--- config.mk ---
export PLATFORM = sky130hd
export DESIGN_NAME = ppc_ctrl
export DESIGN_NICKNAME = d
export VERILOG_FILES = /design/src/sv/ppc_pkg.sv /design/src/sv/ppc_ctrl.sv
export SDC_FILE = /design/constraint.sdc
export NUM_CORES = 1
export LEC_CHECK = 0
export BUFFER_PORTS_ARGS = -buffer_cell sky130_fd_sc_hd__buf_2
export CAP_MARGIN = 30
export CORE_AREA = 3 3 40 42
export DETAILED_ROUTE_END_ITERATION = 10
export DIE_AREA = 0 0 43 45
export GPL_TIMING_DRIVEN = 0
export SYNTH_ARGS = -nofsm -noshare
export SYNTH_HDL_FRONTEND = slang
export SYNTH_SLANG_ARGS = --single-unit
--- constraint.sdc ---
create_clock -name clk -period 1.43 [get_ports clk]
set_clock_uncertainty 0.05 [all_clocks]
set_input_delay 0.3575 -clock clk [delete_from_list [all_inputs] [get_ports clk]]
set_output_delay 0.3575 -clock clk [all_outputs]
set_load 0.01 [all_outputs]
--- src/sv/ppc_pkg.sv ---
// ----------------------------------------------------------------------------
// ppc_pkg
// Types and codes shared by the paired postings cursor modules.
// ----------------------------------------------------------------------------
package ppc_pkg;

    localparam int CMD_W    = 2;
    localparam int COUNT_W  = 11;
    localparam int INDEX_W  = 10;
    localparam int KEY_W    = 32;
    localparam int TARGET_W = 64;
    localparam int PAIR_W   = 2 * KEY_W;

    localparam logic [CMD_W-1:0] CMD_LOAD = 2'd0;
    localparam logic [CMD_W-1:0] CMD_NEXT = 2'd1;
    localparam logic [CMD_W-1:0] CMD_SEEK = 2'd2;

    typedef struct packed {
        logic [CMD_W-1:0]    cmd;
        logic [INDEX_W-1:0]  load_index;
        logic [KEY_W-1:0]    load_offset;
        logic [KEY_W-1:0]    load_series;
        logic [TARGET_W-1:0] target;
    } ppc_in_t;

    typedef struct packed {
        logic             found;
        logic [KEY_W-1:0] cur_offset_out;
        logic [KEY_W-1:0] cur_series_out;
    } ppc_out_t;

    // store read address source
    typedef enum logic [1:0] {
        RD_ZERO,
        RD_NEXT,
        RD_LO,
        RD_PROBE
    } ppc_rd_sel_t;

    typedef struct packed {
        logic        capture;
        logic        load_apply;
        logic        set_found;
        ppc_rd_sel_t rd_sel;
        logic        take;
        logic        search_init;
        logic        probe_update;
        logic        exhaust;
        logic        out_load;
    } ppc_ctrl_t;

    typedef struct packed {
        logic [CMD_W-1:0] cmd;
        logic             eff_zero;
        logic             started;
        logic             next_at_end;
        logic             past_end;
        logic             cur_ge_target;
        logic             count_zero;
        logic             lo_ge_n;
    } ppc_stat_t;

endpackage

--- src/sv/ppc_ctrl.sv ---
// ----------------------------------------------------------------------------
// ppc_ctrl
// Sequencer for load, next and seek; drives the binary search over the store.
// ----------------------------------------------------------------------------
module ppc_ctrl (
    input  logic               clk,
    input  logic               rst_n,
    input  logic               in_valid,
    output logic               in_ready,
    output logic               out_valid,
    input  logic               out_ready,
    input  ppc_pkg::ppc_stat_t stat,
    output ppc_pkg::ppc_ctrl_t ctrl
);

    typedef enum logic [2:0] {
        S_IDLE,
        S_DISPATCH,
        S_TK_FIRST,
        S_CMP,
        S_SEARCH,
        S_PROBE,
        S_TK_END,
        S_FINISH
    } state_t;

    state_t state_reg;
    state_t state_next;
    logic   out_valid_reg;
    logic   out_valid_next;
    logic   slot_free;

    assign slot_free = !out_valid_reg || out_ready;

    always_comb
    begin
        state_next     = state_reg;
        out_valid_next = out_valid_reg && !out_ready;
        ctrl           = '0;
        ctrl.rd_sel    = ppc_pkg::RD_ZERO;
        unique case (state_reg)
            S_IDLE:
            begin
                if (in_valid)
                begin
                    ctrl.capture = 1'b1;
                    state_next   = S_DISPATCH;
                end
            end
            S_DISPATCH:
            begin
                state_next = S_FINISH;
                if (stat.cmd == ppc_pkg::CMD_LOAD)
                begin
                    ctrl.load_apply = 1'b1;
                end
                else if (stat.cmd == ppc_pkg::CMD_NEXT)
                begin
                    if (!stat.eff_zero && !stat.started)
                    begin
                        ctrl.rd_sel = ppc_pkg::RD_ZERO;
                        state_next  = S_TK_END;
                    end
                    else if (!stat.eff_zero && !stat.next_at_end)
                    begin
                        ctrl.rd_sel = ppc_pkg::RD_NEXT;
                        state_next  = S_TK_END;
                    end
                end
                else if (stat.cmd == ppc_pkg::CMD_SEEK)
                begin
                    if (!stat.eff_zero && !stat.started)
                    begin
                        ctrl.rd_sel = ppc_pkg::RD_ZERO;
                        state_next  = S_TK_FIRST;
                    end
                    else if (!stat.eff_zero && !stat.past_end)
                    begin
                        state_next = S_CMP;
                    end
                end
            end
            S_TK_FIRST:
            begin
                ctrl.take  = 1'b1;
                state_next = S_CMP;
            end
            S_CMP:
            begin
                if (stat.cur_ge_target)
                begin
                    ctrl.set_found = 1'b1;
                    state_next     = S_FINISH;
                end
                else
                begin
                    ctrl.search_init = 1'b1;
                    state_next       = S_SEARCH;
                end
            end
            S_SEARCH:
            begin
                priority if (!stat.count_zero)
                begin
                    ctrl.rd_sel = ppc_pkg::RD_PROBE;
                    state_next  = S_PROBE;
                end
                else if (stat.lo_ge_n)
                begin
                    ctrl.exhaust = 1'b1;
                    state_next   = S_FINISH;
                end
                else
                begin
                    ctrl.rd_sel = ppc_pkg::RD_LO;
                    state_next  = S_TK_END;
                end
            end
            S_PROBE:
            begin
                ctrl.probe_update = 1'b1;
                state_next        = S_SEARCH;
            end
            S_TK_END:
            begin
                ctrl.take      = 1'b1;
                ctrl.set_found = 1'b1;
                state_next     = S_FINISH;
            end
            S_FINISH:
            begin
                if (slot_free)
                begin
                    ctrl.out_load  = 1'b1;
                    out_valid_next = 1'b1;
                    state_next     = S_IDLE;
                end
            end
            default:
            begin
                state_next = S_IDLE;
            end
        endcase
    end

    always_ff @(posedge clk or negedge rst_n)
    begin
        if (!rst_n)
        begin
            state_reg     <= S_IDLE;
            out_valid_reg <= 1'b0;
        end
        else
        begin
            state_reg     <= state_next;
            out_valid_reg <= out_valid_next;
        end
    end

    assign in_ready  = (state_reg == S_IDLE);
    assign out_valid = out_valid_reg;

    a_accept_dispatch: assert property (@(posedge clk) disable iff (!rst_n)
        in_valid && in_ready |=> state_reg == S_DISPATCH)
        else $error("accepted word not dispatched");

    a_finish_waits: assert property (@(posedge clk) disable iff (!rst_n)
        state_reg == S_FINISH && out_valid_reg && !out_ready |=> state_reg == S_FINISH)
        else $error("result dropped while output slot busy");

    a_result_from_finish: assert property (@(posedge clk) disable iff (!rst_n)
        ctrl.out_load |-> state_reg == S_FINISH && slot_free)
        else $error("result loaded outside finish");

    a_one_take: assert property (@(posedge clk) disable iff (!rst_n)
        $countones({ctrl.take, ctrl.exhaust, ctrl.load_apply}) <= 1)
        else $error("conflicting cursor updates");

endmodule

==> results of run 1 <==
==> final timing paths <==
path,from,end,slack (ns)
max in group asynchronous,rst_n,state_reg[1],0.79
max,state_reg[0],ctrl[5],-0.23
max reg2reg,state_reg[1],state_reg[2],-0.08
min reg2reg,state_reg[0],state_reg[1],0.65
min in group asynchronous,rst_n,out_valid,0.42
min,stat[3],state_reg[2],0.37
==> what timing repair did <==
item,4_1_cts,5_1_grt
endpoints found under the setup margin,11,12
hold buffers,1,0
gates cloned,0,1
hold endpoints to repair,4,0
buffers inserted,8,4
pin swaps,2,8
gates resized for setup,15,13
==> cells in the final DEF (no fill, tap or decap), drive strengths merged, types with 2 or more instances in the layout <==
master,count
o21ai,3
nor3,2
a21oi,3
clkbuf,3
buf,40
nand2b,3
dfrtp,4
nor2b,5
nor2,6
nand2,3
==> cell type report <==
type	instances	area, um2
inverters	1	3.754
plain buffers	3	37.54
well taps	15	18.77
clock buffers	3	22.52
flip-flops and latches	4	101.3
repair buffers	38	242.7
multi-input cells	40	321.6
fillers	110	536.8
==> cell families after synthesis <==
group,Yosys count,synth area share
AOI/OAI and AO/OA,12,0.2143
DFF,4,0.2721
xor gates and xnor gates,1,0.02381
muxes,1,0.02721
and+or+nand+nor,26,0.4150
buffers and inverters,4,0.04760
==> report_power, final <==
group | internal, uW | leakage (uW) | switching (uW) | total [uW]
sequential | 173 | 0.0000465 | 54.5 | 228
combinational | 646 | 0.000314 | 546 | 1190
clock | 93.6 | 0.0000138 | 41.5 | 135
total | 913 | 0.000375 | 642 | 1560
==> worst max-delay path: cells and delay by family, from the launching register on <==
| kind | cells | cell delay, ns |
|---|---|---|
| flops | 1 | 0.40 |
| buf+inv | 2 | 0.28 |
| simple gates | 2 | 0.20 |
| compound gates | 1 | 0.13 |
==> through the flow <==
step                setup slack [ns]  hold slack (ns)    util
floorplan                    0.01991          0.01191       -
global placement             -0.1516           0.1136  0.4031
detailed placement           -0.1487           0.1150  0.4031
CTS                          -0.2125           0.3449  0.5180
global route                 -0.3023           0.3924  0.5823
finish                       -0.2341           0.3687  0.5823
==> metal layers <==
layer	global-route usage	wire, um	part of all wire	up-vias
met4	0.05422	17	0.013	0
met3	0.03586	91	0.070	2
li1	-	-	-	256
met1	0.1505	527	0.41	247
met5	0	0	0	-
met2	0.2096	662	0.51	20
==> results.md, run 1 <==
- Pleak: approximately 0.00037 uW
- First-pass DRT Iterations: 3
- Final-stage net count: around 100
- Die width: 43 um
- Vias after detailed routing: 525
- Post-synth net total: 61
- Failing checks: negative setup slack
- Vias in the first global route: 428
- ANT cells: 0
- Slowest library cell on the worst path: dfrtp_1
- WL per Instance: about 12 um
- Synth top area share: 0.2721
- H-tree depth: 1
- TritonCTS clock tree: done
- Design Area, Final: ~750 um2
- Synthesized cell area: between 300 and 400 um2
- Post-synth top flop: dfrtp_1
- Relative slew slack: 0.8060
- EDFF count, synth: 0
- CTS root buffer: clkbuf_4
- Seq/Total Area, Yosys: 0.2721
- Slowest cell delay on critical path: 0.40 ns
- Grt total ovfl: 0
- Status: finished, violations left
- Final worst slack: -0.2341 ns
- IO Count: 25
- VDD IR max: 876.6 uV
- Startpoint types: flip-flop
- Final non-filler cell total: about 100
- Syn_area_per_cell: 7.664 um2
- Worst Hold Depth: 3
- Die Ht: ~45 um
- Most instantiated library cell after synthesis: nor2_1
- CP Cell Sequence: buf_6, nor2b_2, a31oi_1, nor2_1, buf_2
- Yosys cell types: 27
- Flops & latches, synth: 4
- GPL Wtd Cong: 0.7130
- Via density: 5.048
- Worst-path fanout max: 5
- Die area: 1935 um2
- First-pass GRT wire length: between 1.5 and 2 mm
- Mapped Cells: 48
- Area growth, synth to finish: 103.4%
- Crit path arrival time: between 1 and 1.5 ns
- Fin. max-slew vios: 0
- RSZ-0062 raised after global routing: yes
- Worst EP required: around 1 ns
- Routed Antenna Nets: 0
- CTS Sinks: 4
- Row count: 13
- Tightest Hold Check Type: in2reg
- Num CTS Buffers: 3
- Core area: 1285 um2
- Period Utilization, post-route: 1.164
- Initial antenna violation count: 0
- Final setup vio count: 12
- Yosys top cell by area: dfrtp_1
- Yosys warns: 0
- Bufs on Longest Clock Path: 2
- Largest net degree at the start of global routing: 11
- Max FFs per register: 3
- Final setup TNS: -1.844 ns
- Worst Max-Slew Pin Slew: approximately 0.29 ns
- Buffers on Ports: 24
- Fin. Hold Viols: 0
- DR iter-0 viols: 8
- F_max: between 0.6 and 0.7 GHz
- Global Route Usage Sum: 0.1252
- Reg2Reg Depth: 5
- Synth cell count leaders: 6 x nor2_1, 5 x nor2b_1, 4 x dfrtp_1
- # DRC: 0
- Clock slew seen by the registers of the worst setup and hold paths: about 0.030 ns
- DP Cell Count: 87
- Synth area leaders: dfrtp_1 27%, nor2b_1 8.5%, nor2_1 6.1%, nand2b_1 5.1%, a21oi_1 4.1%
- Routed WL: between 1 and 1.5 mm
- Crit end category: output pin
- Pwr Total: about 1600 uW
- Async S/R FF share, synth: 1.000
- Worst skew pair latency: roughly 0.23 ns
- Dpl cell area: about 520 um2
- Initial Util: 0.2863
- WS Path Type: reg2out
- Pwr dens: around 2100 nW/um2
- Max Cap Violations: 0
- Share of cells above drive strength 1: 0.6517
- Tmin final: about 1.7 ns
No activity file was read; power rests on OpenSTA's default activity.
==> inputs of run 2 (changes only) <==
--- a/config.mk
+++ b/config.mk
@@ -7,9 +7,9 @@
 export LEC_CHECK = 0
 export BUFFER_PORTS_ARGS = -buffer_cell sky130_fd_sc_hd__buf_2
 export CAP_MARGIN = 30
-export CORE_AREA = 3 3 40 42
+export CORE_AREA = 5 5 42 44
 export DETAILED_ROUTE_END_ITERATION = 10
-export DIE_AREA = 0 0 43 45
+export DIE_AREA = 0 0 47 49
 export GPL_TIMING_DRIVEN = 0
 export SYNTH_ARGS = -nofsm -noshare
 export SYNTH_HDL_FRONTEND = slang
==> constraint.sdc (replaced) <==
create_clock -name clk -period 1.88 [get_ports clk]
set_clock_uncertainty 0.05 [all_clocks]
set_input_delay 0.47 -clock clk [delete_from_list [all_inputs] [get_ports clk]]
set_output_delay 0.47 -clock clk [all_outputs]
set_load 0.1 [all_outputs]
==> run 2 against run 1 <==
Against the previous run: the flow still finishes with violations (negative setup slack); critical path depth unchanged; global-route usage down 0.95 points; die area up 19%; via count down 0.95%; routed wire length up 6.5%; core utilization up 2.9 points; flip-flop and latch count unchanged; final cell count down 2.9%; critical endpoint unchanged.
==> results.md, run 2 (synthesized netlist as in run 1, its figures left out) <==
- Status: finished, violations left (unchanged)
- Failing checks: negative setup slack (unchanged)
- RSZ-0062 raised after global routing: yes (unchanged)
- F_max: roughly 0.5 GHz
- Num CTS Buffers: 3 (unchanged)
- Row count: 14 (was 13)
- Initial Util: 0.2625 (was 0.2863)
- Bufs on Longest Clock Path: 2 (unchanged)
- Startpoint types: flip-flop (unchanged)
- First-pass DRT Iterations: 4 (was 3)
- Core area: 1401 um2 (was 1285 um2)
- DR iter-0 viols: 7 (was 8)
- TritonCTS clock tree: done (unchanged)
- Worst-path fanout max: 7 (was 5)
- Buffers on Ports: 24 (unchanged)
- CTS root buffer: clkbuf_4 (unchanged)
- Share of cells above drive strength 1: 0.6824 (was 0.6517)
- Routed Antenna Nets: 0 (unchanged)
- Crit path arrival time: 1.43 ns (was 1.26 ns)
- Commonest non-fill, non-tap cell in the layout: buf_2 (unchanged)
- WS Path Type: reg2out (unchanged)
- Vias after detailed routing: 520 (was 525)
- Worst Max-Slew Pin Slew: 0.4857 ns (was 0.2903 ns)
- Die Ht: 49 um (was 45 um)
- Area growth, synth to finish: 133.0% (was 103.4%)
- Final-stage net count: 99 (was 104)
- Vias in the first global route: 493 (was 428)
- Final setup vio count: 4 (was 12)
- ANT cells: 0 (unchanged)
- First-pass GRT wire length: 1.987 mm (was 1.821 mm)
- H-tree depth: 1 (unchanged)
- Worst slack at placement: -0.2458 ns (was -0.1487 ns)
- Crit end category: output pin (unchanged)
- Routed WL: 1.382 mm (was 1.298 mm)
- Worst skew pair latency: 0.24 ns (was 0.23 ns)
- Max Cap Violations: 0 (unchanged)
- WL per Instance: 13.68 um (was 12.48 um)
- Via density: 5.149 (was 5.048)
- CTS Sinks: 4 (unchanged)
- Tmin final: between 1.5 and 2 ns
- Initial antenna violation count: 0 (unchanged)
- Fin. Hold Viols: 0 (unchanged)
- Worst EP required: 1.36 ns (was 1.02 ns)
- Relative slew slack: 0.6784 (was 0.8060)
- Clock slew seen by the registers of the worst setup and hold paths: 0.04 ns (was 0.03 ns)
- DPL Wire Length: 867.4 um
- IO Count: 25 (unchanged)
- GPL Wtd Cong: 0.6794 (was 0.7130)
- DP Cell Count: 88 (was 87)
- Period Utilization, post-route: 1.039
- Largest net degree at the start of global routing: 11 (unchanged)
- Commonest cells after routing, fill and taps aside: 14 x buf_2, 8 x buf_4, 6 x buf_6, 6 x buf_12 (was 24 x buf_2, 9 x buf_4, 6 x buf_6)
- Fin. max-slew vios: 0 (unchanged)
- Max FFs per register: 3 (unchanged)
- Grt total ovfl: 0 (unchanged)
- Die area: 2303 um2 (was 1935 um2)
- Final non-filler cell total: 101 (was 104)
- Final worst slack: -0.07408 ns (was -0.2341 ns)
- # DRC: 0 (unchanged)
- Die width: 47 um (was 43 um)
- Global Route Usage Sum: 0.1157 (was 0.1252)
- Tightest Hold Check Type: in2reg (unchanged)
==> run 2: cell types whose count changed in the layout (fill, tap and decap cells not counted), moves of 2 or more <==
cell,change
a21oi_2,-2
nor2_4,+2
dfrtp_1,-2
dfrtp_2,+2
nor2_1,-3
buf_12,+6
buf_2,-10
==> run 2: worst paths after layout <==
check	slack [ns]	startpoint	depth (start not counted)	end
hold / removal	0.49	stat[3]	3	state_reg[2]
setup / recovery	-0.07	state_reg[2]	5	ctrl[5]
max in group asynchronous	1.13	rst_n	2	state_reg[1]
min in group asynchronous	0.52	rst_n	2	out_valid
hold reg to reg	0.66	state_reg[0]	2	state_reg[1]
setup reg to reg	0.41	state_reg[1]	4	state_reg[2]
==> run 2: layout make-up <==
class	count	area, um2
clock buffer	4	26.28
fill	125	544.3
buffer	3	36.28
tap	16	20.02
inverter	1	3.754
timing repair buffer	33	305.3
multi-input combinational	40	361.6
sequential	4	103.9
==> run 2: what timing repair did <==
action                                  CTS  global route
endpoints found under the hold margin     4             0
endpoints found under the setup margin   11            11
hold buffers                              1             0
resized for setup                        28            15
pin swaps                                 1             1
setup buffers                             6             1
cloned                                    0             1
==> run 2: worst max-delay path: stages (launching register included) <==
cell and delay, ns:
dfrtp_2 0.45, buf_6 0.16, nor3b_2 0.16, a31oi_2 0.21, nor2_4 0.05, buf_12 0.16
==> run 2: metrics by stage <==
step / area (um2) / util / TNS, ns / hold WS (ns)
after CTS: 778.2 / 0.5554 / -0.1683 / 0.4804
after global routing: 857.1 / 0.6116 / -0.3924 / 0.5141
after floorplan: 469.2 / - / -1.313 / 0.1244
after global placement: 609.3 / 0.4348 / -0.3947 / 0.2245
final: 857.1 / 0.6116 / -0.1443 / 0.4862
after detailed placement: 609.3 / 0.4348 / -0.4294 / 0.2259
==> run 2: per-layer routing <==
metal | global-route usage | up-vias | share of wire
met5 | 0 | - | 0
met4 | 0.06912 | 0 | 0.023
met3 | 0.01476 | 4 | 0.061
met2 | 0.1900 | 21 | 0.56
met1 | 0.1350 | 247 | 0.36
li1 | - | 248 | -
Power of run 2 is left out: the tool's default activity adds up to more than one toggle a clock period on the data nets, which glitch-free logic cannot reach.
